==> config.mk <==
export PLATFORM = sky130hd
export DESIGN_NAME = tli_front
export DESIGN_NICKNAME = d
export VERILOG_FILES = /design/src/rtl/tli_pkg.sv /design/src/rtl/tli_front.sv
export SDC_FILE = /design/constraint.sdc
export NUM_CORES = 1
export LEC_CHECK = 0
export BUFFER_PORTS_ARGS = -buffer_cell sky130_fd_sc_hd__buf_2
export CAP_MARGIN = 20
export CORE_MARGIN = 10
export CORE_UTILIZATION = 38
export DETAILED_ROUTE_END_ITERATION = 8
export PLACE_DENSITY_LB_ADDON = 0.15
export SLEW_MARGIN = 20
export SYNTH_ARGS = -nofsm -noshare
export SYNTH_HDL_FRONTEND = slang
export SYNTH_SLANG_ARGS = --single-unit
export TNS_END_PERCENT = 30
==> constraint.sdc <==
create_clock -name clk -period 22 [get_ports clk]
set_clock_uncertainty 0.2 [all_clocks]
set_input_delay 3.3 -clock clk [delete_from_list [all_inputs] [get_ports clk]]
set_output_delay 3.3 -clock clk [all_outputs]
set_load 0.01 [all_outputs]
==> src/rtl/tli_pkg.sv <==
// Shared types and constants of the trajectory interpolator.
`timescale 1ns / 1ps
package tli_pkg;

  localparam int TLI_TABLE_DEPTH = 1024;
  localparam int TLI_VW          = 48;
  localparam int TLI_NCOMP       = 6;
  localparam int TLI_REVW        = 16;
  localparam int TLI_SPW         = 33;
  localparam int TLI_FRAC        = 28;

  localparam logic [TLI_SPW-1:0] TLI_SPACING_RST = 33'd65536;
  localparam logic [31:0]        TLI_WMAX        = 32'hFFFF_FFFF;
  localparam logic [31:0]        TLI_ONE         = 32'h1000_0000;
  localparam logic [5:0]         TLI_IDX_STEPS   = 6'd48;
  localparam logic [5:0]         TLI_FAC_STEPS   = 6'd32;

  typedef enum logic [1:0] {
    OP_CLEAR  = 2'd0,
    OP_APPEND = 2'd1,
    OP_QUERY  = 2'd2
  } tli_op_t;

  typedef struct packed {
    tli_op_t          op;
    logic [47:0]      stime;
    logic [5:0][47:0] comp;
    logic [15:0]      rev;
  } tli_item_t;

  typedef struct packed {
    logic        start;
    logic [47:0] p_init;
    logic [47:0] sh_init;
    logic [47:0] den;
    logic [5:0]  steps;
  } tli_div_req_t;

endpackage

==> src/rtl/tli_front.sv <==
// Front end: accepts input words, drops unknown operations, queues the rest.
`timescale 1ns / 1ps
module tli_front import tli_pkg::*; (
  input  logic        clk,
  input  logic        rst_n,
  input  logic        in_valid,
  output logic        in_stall,
  input  logic [1:0]  in_operation,
  input  logic [47:0] in_sample_time,
  input  logic [47:0] in_pos_x,
  input  logic [47:0] in_pos_y,
  input  logic [47:0] in_pos_z,
  input  logic [47:0] in_vel_x,
  input  logic [47:0] in_vel_y,
  input  logic [47:0] in_vel_z,
  input  logic [15:0] in_revolutions_in,
  output logic        q_valid,
  output tli_item_t   q_item,
  input  logic        q_pop
);

  tli_item_t slot_r [2];
  logic      wr_ptr_r;
  logic      rd_ptr_r;
  logic [1:0] fill_r;
  logic      accept;
  logic      keep;
  logic      push;
  logic      pop;
  tli_item_t item;

  assign in_stall = (fill_r == 2'd2);
  assign accept   = in_valid && !in_stall;

  // classify the operation code
  always_comb begin
    case (in_operation)
      OP_CLEAR, OP_APPEND, OP_QUERY: keep = 1'b1;
      default:                       keep = 1'b0;
    endcase
  end

  always_comb begin
    item.op    = tli_op_t'(in_operation);
    item.stime = in_sample_time;
    item.comp  = {in_vel_z, in_vel_y, in_vel_x, in_pos_z, in_pos_y, in_pos_x};
    item.rev   = in_revolutions_in;
  end

  assign push    = accept && keep;
  assign q_valid = (fill_r != 2'd0);
  assign pop     = q_pop && q_valid;
  assign q_item  = slot_r[rd_ptr_r];

  // advance the two-entry queue
  always_ff @(posedge clk) begin
    if (!rst_n) begin
      wr_ptr_r <= 1'b0;
      rd_ptr_r <= 1'b0;
      fill_r   <= 2'd0;
    end else begin
      if (push) begin
        slot_r[wr_ptr_r] <= item;
        wr_ptr_r         <= !wr_ptr_r;
      end
      if (pop) begin
        rd_ptr_r <= !rd_ptr_r;
      end
      if (push && !pop) begin
        fill_r <= fill_r + 2'd1;
      end else if (pop && !push) begin
        fill_r <= fill_r - 2'd1;
      end
    end
  end

  a_fill: assert property (@(posedge clk) disable iff (!rst_n)
    (fill_r == 2'd2) |=> !(fill_r == 2'd0))
    else $error("queue emptied from full in one cycle");

endmodule

==> results of run 1 <==
## cell type report
cell class,count,area [sq um]
diodes,19,47.5
clock buffers,105,2070
clock inverters,34,236
fillers,5737,34500
inverters,1,3.75
multi-input cells,374,4350
flip-flops and latches,713,21400
well taps,873,1090
repair buffers,726,3710
## how the worst max path moves through the flow
stage                    start            to  slack [ns]  cells past startpoint
2_1_floorplan  in_operation[0]  slot_r[0][0]        2.59                      3
3_3_place_gp         flip-flop   q_item[124]       15.19                      4
3_5_place_dp         flip-flop   q_item[163]       15.09                      4
4_1_cts              flip-flop   q_item[112]       14.43                      4
5_1_grt              flip-flop   q_item[112]       14.16                      5
6_report             flip-flop   q_item[112]       14.39                      5
## cell usage in the layout (no fill, tap or decap), types with 3 or more instances in the layout
| cell type | n |
|---|---|
| clkinv_1 | 19 |
| mux2_2 | 294 |
| edfxtp_1 | 708 |
| clkinv_2 | 6 |
| dfxtp_1 | 4 |
| buf_4 | 9 |
| and2_1 | 3 |
| diode_2 | 19 |
| inv_6 | 3 |
| clkbuf_1 | 26 |
| mux2_4 | 60 |
| clkbuf_16 | 79 |
| buf_2 | 713 |
## flip-flops by register name, summed over array words and instances (netlist names), named ones only
name      count
fill_r        2
slot_r      708
rd_ptr_r      1
wr_ptr_r      1
## cells by family after synthesis
kind of cell,Yosys count
and+or+nand+nor,12
DFF,713
buffers and inverters,40
xor gates and xnor gates,3
AOI/OAI and AO/OA,4
muxes,354
adders and majority gates,1
## worst register-to-register path, cell delays in order, from the launching register on
cell and delay, ns:
dfxtp_1 0.41, nand2b_1 0.19, and3_1 0.23, and3_4 0.37, buf_4 0.84, buf_4 0.97
## power by group
part / internal [mW] / switching (mW)
registers: 1.60 / 0.0355
logic: 0.363 / 0.418
clock network: 0.684 / 0.499
## routing by layer
metal / vias to the layer above / GRT usage [%] / part of all wire, %
met5: - / 0 / 0.31
met4: 34 / 7.56 / 3.5
met3: 153 / 7.47 / 10
met2: 542 / 30.0 / 52
met1: 6707 / 17.1 / 34
li1: 6096 / - / -
## metrics by stage
stage / utilization, % / cell area, sq um / hold slack (ns)
3_3_place_gp: 45.3 / 30500 / 0.312
2_1_floorplan: - / 25900 / 0.268
4_1_cts: 48.7 / 32800 / 0.329
3_5_place_dp: 45.3 / 30500 / 0.321
5_1_grt: 48.8 / 32900 / 0.371
6_report: 48.8 / 32900 / 0.344
==> reports/results.ini, run 1 <==
[yosys]
synthCells=1127
ys.flop_type=edfxtp_1
synth_compound_area_share_pct=0.0916
synthTopCellsByArea=edfxtp_1, mux2_2, mux2_4
synth.mux.area_fraction_pct=16.2
yosysTopAreaCell=edfxtp_1
synthTopCellsByCount=edfxtp_1, mux2_2, mux2_4, buf_2, buf_6
avgSynthCellArea_sq_um=23.0
synth.distinct_cells=22
ys_seq_area_share_pct=82.3
yosys_warnings=0
yosys.area_share.simple_pct=0.260
synth_top_family_by_area=multiplexers
syn-num-nets=1486
synth.most_common_cell=edfxtp_1
synth_xor_xnor_area_share_pct=0.101
syn_area_sq_um=25900
ys_ff_latch=713
yosysTopAreaCellShare_pct=81.9
synth-adder-area-share_pct=0.0482
async_flop_share_pct=0
synth-edff-count=708

[die]
core_area_sq_um=67400
rows=95
fp.dieW_um=281
initial_utilization_pct=38.5
io_pins=714
die-area_sq_um=79100
die_height_um=281

[pwr]
p_leak_nw=12.1
power.density_nw_per_um2=109
p_total_mw=3.60
irDropWorstVdd_uv=82.4

[worst_hold_path]
min_path_cells=2
holdCritStartpoint=fill_r[1]
whs_endpoint=fill_r[1]
hold_path.class=reg2reg

[critical_path]
cp-end-kind=output pin
startpoint_type=flip-flop
timing.rr.end=slot_r[1][245]
cp_cell_sequence=buf_12 -> buf_16 -> buf_4 -> mux2_2 -> buf_2
crit_family=buffers and inverters
crit_buf_inv=4
crit_required_ns=18.50
r2r_setup_slack_ns=18.34
cp_slowest_stage_delay_ns=0.90
arrival_ns=4.11
r2r_cells=5
cpMaxStageDelayCell=buf_4
worstSetupPathType=reg2out
r2r-start=fill_r[0]
cp_max_fo=120

[cells_and_area]
syn_to_final_growth_pct=26.8
drive_gt1_share_pct=60.3
nNetsFinal=2252
instances_no_fill=2845

[place]
hpwlAfterDp_um=51200
io_buffers=713
pre_cts_ws_ns=15.09
gp_congestion=0.815
place_inst=2686

[job]
maxCapViolCount=0

[clock_tree]
cts_buffer_depth=3
path_clk_slew_ns=0.06
cts_num_sinks=713
post_cts_buffers=0
cts_resized=0
cts_max_level=3
cts_tree=yes
cts_root_buffer=clkbuf_16
cts_hold_buffers=0
insertion_delay_ns=0.60
cts_made_buffers=77

[grt]
antenna_found_initial=37
grt_pass1_wl_um=97600
grt_usage_pct=17.0
grt_max_degree=177
grt_pass1_vias=14400
gr-total-overflow=0

[sta]
min_period_ns=7.61
setup_tns_ns=0
slew_headroom_pct=12.4
tightestPinTransition_ns=1.31
timing.final.hold_violations=0
timing.fmax_mhz=131
slew_violations=0
final.setup.worst_slack_ns=14.39
period_share_pct=34.6
setup_violations=0
rsz0062_at_grt=false

[detailed_routing]
viasPerCell=4.76
antenna_left=0
drt_iter0_markers=858
first_pass_iters=5
routed_wl_um=70800
wl_per_cell_um=24.9
vias=13500
drc=0

[outcome]
status=complete, no violations

(Power assumes the default switching activity.)
==> run 2: changes to the inputs <==
--- a/config.mk
+++ b/config.mk
@@ -5,6 +5,7 @@
 export SDC_FILE = /design/constraint.sdc
 export NUM_CORES = 1
 export LEC_CHECK = 0
+export ABC_AREA = 1
 export BUFFER_PORTS_ARGS = -buffer_cell sky130_fd_sc_hd__buf_2
 export CAP_MARGIN = 20
 export CORE_MARGIN = 10
==> constraint.sdc (replaced) <==
create_clock -name clk -period 6.3 [get_ports clk]
set_clock_uncertainty 0.2 [all_clocks]
set_input_delay 0.945 -clock clk [delete_from_list [all_inputs] [get_ports clk]]
set_output_delay 0.945 -clock clk [all_outputs]
set_load 0.01 [all_outputs]
==> reports/results.ini, run 2 <==
[pwr]
switchingPower_mw=3.08  ; +220%
p_leak_nw=12.2  ; +0.94%
share_comb_of_total_power_pct=18.0  ; -3.7 points
switching_share_pct=25.1  ; -1.4 points
internal_power_mw=9.21  ; +250%
clkPwrFrac_pct=35.8  ; +2.9 points
power.density_nw_per_um2=371  ; +240%
irDropWorstVdd_uv=251  ; +200%
seqPwrFrac_pct=46.2  ; +0.8 points

[critical_path]
crit_required_ns=5.15  ; -13.35 ns
cp_max_fo=121  ; +0.83%
arrival_ns=2.92  ; -1.19 ns
startpoint_type=flip-flop
cp_slowest_stage_delay_ns=0.98  ; +0.08 ns
worstSetupPathType=reg2out
cp-end-kind=output pin
cpMaxStageDelayCell=dfxtp_4
cp_cell_sequence=buf_12 -> mux2_2 -> buf_2

[cells_and_area]
layout_commonest_cell=buf_2
regArea_sq_um=21400  ; unchanged
nFillCells=5739  ; +0.035%
syn_to_final_growth_pct=27.5
largest_reg_flops=708  ; unchanged
reg.largest.list=slot_r x708, fill_r x2
multi_input_area_sq_um=4380  ; +0.49%
largest_register=slot_r
final_area_sq_um=33100  ; +0.67%
nNetsFinal=2264  ; +0.53%
drive_gt1_share_pct=60.5  ; +0.21 points
instances_no_fill=2857  ; +0.42%
layout_common_cells=buf_2, edfxtp_1, mux2_2, clkbuf_16, mux2_4

[die]
io_pins=714  ; unchanged
rows=95  ; unchanged
die-area_sq_um=79200  ; about the same
initial_utilization_pct=38.5  ; about the same
die_height_um=281  ; about the same
fp.dieW_um=281  ; about the same
core_area_sq_um=67400  ; unchanged

[grt]
grt_max_degree=170  ; -4.0%
antenna_found_initial=44  ; +19%
grt_usage_pct=16.7  ; -0.28 points
gr-total-overflow=0  ; unchanged
grt_pass1_wl_um=96600  ; -1.0%
grt_pass1_vias=14600  ; +1.0%

[detailed_routing]
wl_per_cell_um=24.4  ; -2.1%
dr.max_layer_used=met5
antenna_left=0  ; unchanged
met3_length_um=7170  ; -1.3%
wl_met2_um=36200  ; -2.0%
first_pass_iters=5  ; unchanged
routed_wl_um=69700  ; -1.7%
drc=0  ; unchanged
drt_iter0_markers=718  ; -16%
drt-met1-wl_um=23600  ; -1.5%
viasPerCell=4.74  ; -0.29%
vias=13500  ; +0.13%

[clock_tree]
cts_buffer_depth=3  ; unchanged
cts_num_sinks=713  ; unchanged
cts_root_buffer=clkbuf_16
cts_hold_buffers=0  ; unchanged
cts_tree=yes
cts_resized=0  ; unchanged
path_clk_slew_ns=0.06  ; about the same
cts_made_buffers=78  ; +1.3%
cts_max_level=3  ; unchanged
post_cts_buffers=0  ; unchanged
insertion_delay_ns=0.58  ; -0.02 ns

[yosys]
yosysTopAreaCellShare_pct=81.9  ; about the same
synth_xor_xnor_area_share_pct=0  ; -0.10 points
ys_ff_latch=713  ; unchanged
synth_compound_area_share_pct=0.0867  ; -0.0049 points
syn_area_sq_um=26000  ; about the same
async_flop_share_pct=0  ; unchanged
synth-adder-area-share_pct=0.0482  ; about the same
avgSynthCellArea_sq_um=22.8  ; -1.2%
yosys.area_share.simple_pct=0.328  ; +0.067 points
ys_seq_area_share_pct=82.3  ; about the same
synth.mux.area_fraction_pct=16.2  ; about the same
synth_top_family_by_area=multiplexers
yosys_warnings=0  ; unchanged
synth.most_common_cell=edfxtp_1
synth.distinct_cells=15  ; -32%
synthTopCellsByArea=edfxtp_1, mux2_2, mux2_4
synth-edff-count=708  ; unchanged
ys.flop_type=edfxtp_1
synthTopCellsByCount=edfxtp_1, mux2_2, mux2_4, buf_2, nand2_1
syn-num-nets=1500  ; +0.94%
synthCells=1141  ; +1.2%
yosysTopAreaCell=edfxtp_1

[sta]
timing.fmax_mhz=246
period_share_pct=64.6
rsz0062_at_grt=false
setup_violations=0  ; unchanged
timing.final.hold_violations=0  ; unchanged
min_period_ns=4.07
tightestPinTransition_ns=1.30  ; -0.0188 ns
slew_violations=0  ; unchanged
slew_headroom_pct=13.7  ; +1.3 points

[place]
gp_congestion=0.776  ; -4.9%
place_inst=2698  ; +0.45%
hpwlAfterDp_um=49300  ; -3.7%
io_buffers=713  ; unchanged
placed_area_sq_um=30600  ; +0.27%

[outcome]
status=complete, no violations

[job]
maxCapViolCount=0  ; unchanged

[worst_hold_path]
hold_path.class=reg2reg

run 2: logic make-up after synthesis:
kind of cell,Yosys count
AOI/OAI and AO/OA,4
adders and majority gates,1
buffers and inverters,48
DFF,713
muxes,354
and+or+nand+nor,21
run 2: routing by layer:
metal  vias to the layer above  global-route usage [%]
met3                       152                    7.45
met2                       531                    29.2
met1                      6701                    17.0
li1                       6131                       -
met4                        34                    7.79
met5                         -                       0
run 2: layout make-up:
type	instances	area share, %
flip-flops and latches	713	64.5
well taps	873	3.30
multi-input cells	380	13.2
clock inverters	39	1.27
diodes	23	0.174
repair buffers	723	11.2
inverters	9	0.102
clock buffers	97	6.18
run 2: worst paths after layout:
path                   end  slack, ns  startpoint  cells past startpoint
max            q_item[266]       2.23   flip-flop                      3
min              flip-flop       0.30    rd_ptr_r                      2
max reg2reg  slot_r[1][73]       3.83   fill_r[0]                      5
min reg2reg      flip-flop       0.30    rd_ptr_r                      2
run 2: per-stage QoR:
step                TNS [ns]  setup slack, ns  utilization, %  power, mW  hold slack, ns
floorplan            -494.99           -0.706               -       7.12           0.267
global placement           0             2.82            45.4       8.02           0.279
detailed placement         0             2.82            45.4       8.03           0.292
CTS                        0             2.14            49.0       12.5           0.274
global route               0             2.09            49.1       12.8           0.294
finish                     0             2.23            49.1       12.3           0.299
run 2: critical path: cells and delay by family (launching register included):
family	cells	cell delay, ns
flip-flops	1	0.98
buffers and inverters	2	0.63
multiplexers	1	0.43
run 2: power groups by stage:
stage          logic [mW]  registers [mW]  clock network [mW]
2_1_floorplan        1.37            5.76                   0
4_1_cts              2.26            5.68                4.55
6_report             2.21            5.68                4.40
5_1_grt              2.36            5.71                4.73
3_5_place_dp         2.25            5.78                   0
3_3_place_gp         2.24            5.77                   0
==> run 3: changes to the inputs <==
==> constraint.sdc (replaced) <==
create_clock -name clk -period 4 [get_ports clk]
set_clock_uncertainty 0.2 [all_clocks]
set_input_delay 0.6 -clock clk [delete_from_list [all_inputs] [get_ports clk]]
set_output_delay 0.6 -clock clk [all_outputs]
set_load 0.01 [all_outputs]
==> reports/results.ini, run 3 (same netlist as run 2, synthesis figures left out) <==
[outcome]
status=complete, no violations

[sta]
min_period_ns=3.14
timing.final.hold_violations=0  ; unchanged
setup_violations=0  ; unchanged
timing.fmax_mhz=319
tightestPinTransition_ns=0.905  ; -0.390 ns
slew_violations=0  ; unchanged
period_share_pct=78.4
setup_tns_ns=0  ; unchanged
rsz0062_at_grt=false
hold_ws_ns=0.0507  ; -0.248 ns
final.setup.worst_slack_ns=0.863  ; -1.37 ns
slew_headroom_pct=39.6  ; +26 points

[job]
maxCapViolCount=0  ; unchanged

[clock_tree]
cts_buffer_depth=3  ; unchanged
cts_root_buffer=clkbuf_16
cts_tree=yes
path_clk_slew_ns=0.05  ; about the same
cts_num_sinks=713  ; unchanged
cts_made_buffers=78  ; unchanged
insertion_delay_ns=0.60  ; +0.02 ns
cts_max_level=3  ; unchanged
post_cts_buffers=0  ; unchanged

[critical_path]
worstSetupPathType=reg2out
cp_max_fo=86  ; -29%
cp-end-kind=output pin
crit_buf_inv=2  ; unchanged
crit_required_ns=3.20  ; -1.95 ns
startpoint_type=flip-flop
cp_slowest_stage_delay_ns=0.65  ; -0.33 ns
cpMaxStageDelayCell=dfxtp_4
crit_family=flip-flops
cp_cell_sequence=buf_12 -> mux2_2 -> buf_2
arrival_ns=2.34  ; -0.58 ns

[pwr]
power.density_nw_per_um2=534  ; +44%
share_comb_of_total_power_pct=20.0  ; +2.0 points
switching_share_pct=25.3  ; +0.22 points
seqPwrFrac_pct=45.3  ; -0.9 points
p_leak_nw=13.7  ; +13%
p_total_mw=19.6  ; +59%
irDropWorstVdd_uv=380  ; +51%
switchingPower_mw=4.96  ; +61%
internal_power_mw=14.6  ; +59%
clkPwrFrac_pct=34.7  ; -1.1 points

[die]
die-area_sq_um=79200  ; unchanged
fp.dieW_um=281  ; unchanged
initial_utilization_pct=38.5  ; unchanged
rows=95  ; unchanged
die_height_um=281  ; unchanged
io_pins=714  ; unchanged
core_area_sq_um=67400  ; unchanged

[worst_hold_path]
hold_path.class=in2reg

[place]
placed_area_sq_um=30800  ; +0.57%
hpwlAfterDp_um=50200  ; +1.9%
pre_cts_ws_ns=1.24  ; -1.58 ns
gp_congestion=0.781  ; +0.70%
io_buffers=713  ; unchanged

[cells_and_area]
largest_reg_flops=708  ; unchanged
layout_commonest_cell=buf_2
largest_register=slot_r
syn_to_final_growth_pct=41.3
nNetsFinal=2627  ; +16%
final_area_sq_um=36700  ; +11%
layout_common_cells=buf_2, edfxtp_1, dlygate4sd3_1, mux2_2, clkbuf_16
drive_gt1_share_pct=51.7  ; -8.8 points
nFillCells=5416  ; -5.6%
reg.largest.list=slot_r x708, fill_r x2

[detailed_routing]
wl_per_cell_um=22.3  ; -8.4%
routed_wl_um=71600  ; +2.8%
drc=0  ; unchanged
antenna_left=0  ; unchanged
viasPerCell=4.63  ; -2.4%
vias=14800  ; +9.5%
drt_iter0_markers=760  ; +5.8%
first_pass_iters=4  ; -1

[grt]
grt_max_degree=125  ; -26%
grt_pass1_wl_um=103000  ; +6.5%
gr-total-overflow=0  ; unchanged
grt_usage_pct=17.3  ; +0.60 points
antenna_found_initial=11  ; -75%
grt_pass1_vias=16600  ; +14%

==> run 3: cell types whose count changed in the layout (fill, tap and decap cells not counted), moves of 2 or more <==
cell / before / now
buf_12: 6 / 11
buf_4: 4 / 14
clkinv_2: 10 / 14
clkinvlp_4: 3 / 1
diode_2: 23 / 9
dlygate4sd3_1: 0 / 348
inv_6: 3 / 1
==> run 3: layout make-up <==
| cell class | instances | area, sq um | share of cell area (%) |
|---|---|---|---|
| timing repair buffer | 1086 | 7380 | 20.1 |
| sequential | 713 | 21400 | 58.2 |
| tap | 873 | 1090 | 2.98 |
| clock inverter | 40 | 398 | 1.08 |
| multi-input combinational | 380 | 4380 | 11.9 |
| inverter | 9 | 33.8 | 0.0921 |
| antenna | 9 | 22.5 | 0.0614 |
| clock buffer | 95 | 2020 | 5.50 |
==> run 3: path summary, 6_finish.rpt <==
kind | startpoint | end | slack (ns) | cells after the start
max | flip-flop | q_item[120] | 0.86 | 3
min | in_pos_y[30] | slot_r[0][94] | 0.05 | 1
max reg2reg | fill_r[0] | slot_r[0][256] | 1.44 | 5
min reg2reg | rd_ptr_r | rd_ptr_r | 0.30 | 2
==> run 3: power groups by stage <==
stage / clock [mW] / combinational [mW] / sequential, mW
after floorplan: 0 / 2.15 / 9.07
after global placement: 0 / 3.66 / 9.02
after detailed placement: 0 / 3.67 / 9.05
after CTS: 7.02 / 3.99 / 8.89
after global routing: 7.30 / 4.18 / 8.93
final: 6.80 / 3.92 / 8.89
==> run 3: worst register-to-register path, stage by stage, from the launching register on <==
cell and delay (ns):
dfxtp_1 0.35, inv_1 0.10, nand2_1 0.16, nand3_4 0.14
nor2_4 0.50, buf_4 0.68
==> run 3: per-layer routing <==
layer,part of all wire (%),track usage (%),vias up,routed length (um)
met1,35,17.9,7382,24900
met5,0.074,0,-,53
met3,9.0,6.67,118,6470
li1,-,-,6823,-
met2,53,31.2,510,38000
met4,3.1,6.77,8,2220
==> run 3: metrics by stage <==
stage | std cells | util [%]
floorplan | 1141 | -
CTS | 3196 | 54.4
detailed placement | 2713 | 45.6
global placement | 2713 | 45.6
finish | 3205 | 54.4
global route | 3203 | 54.4
==> run 3: what timing repair did <==
| item | in CTS | in global routing |
|---|---|---|
| endpoints found under the hold margin | 696 | 0 |
| hold buffers | 348 | 0 |
| gates resized for setup | 0 | 0 |
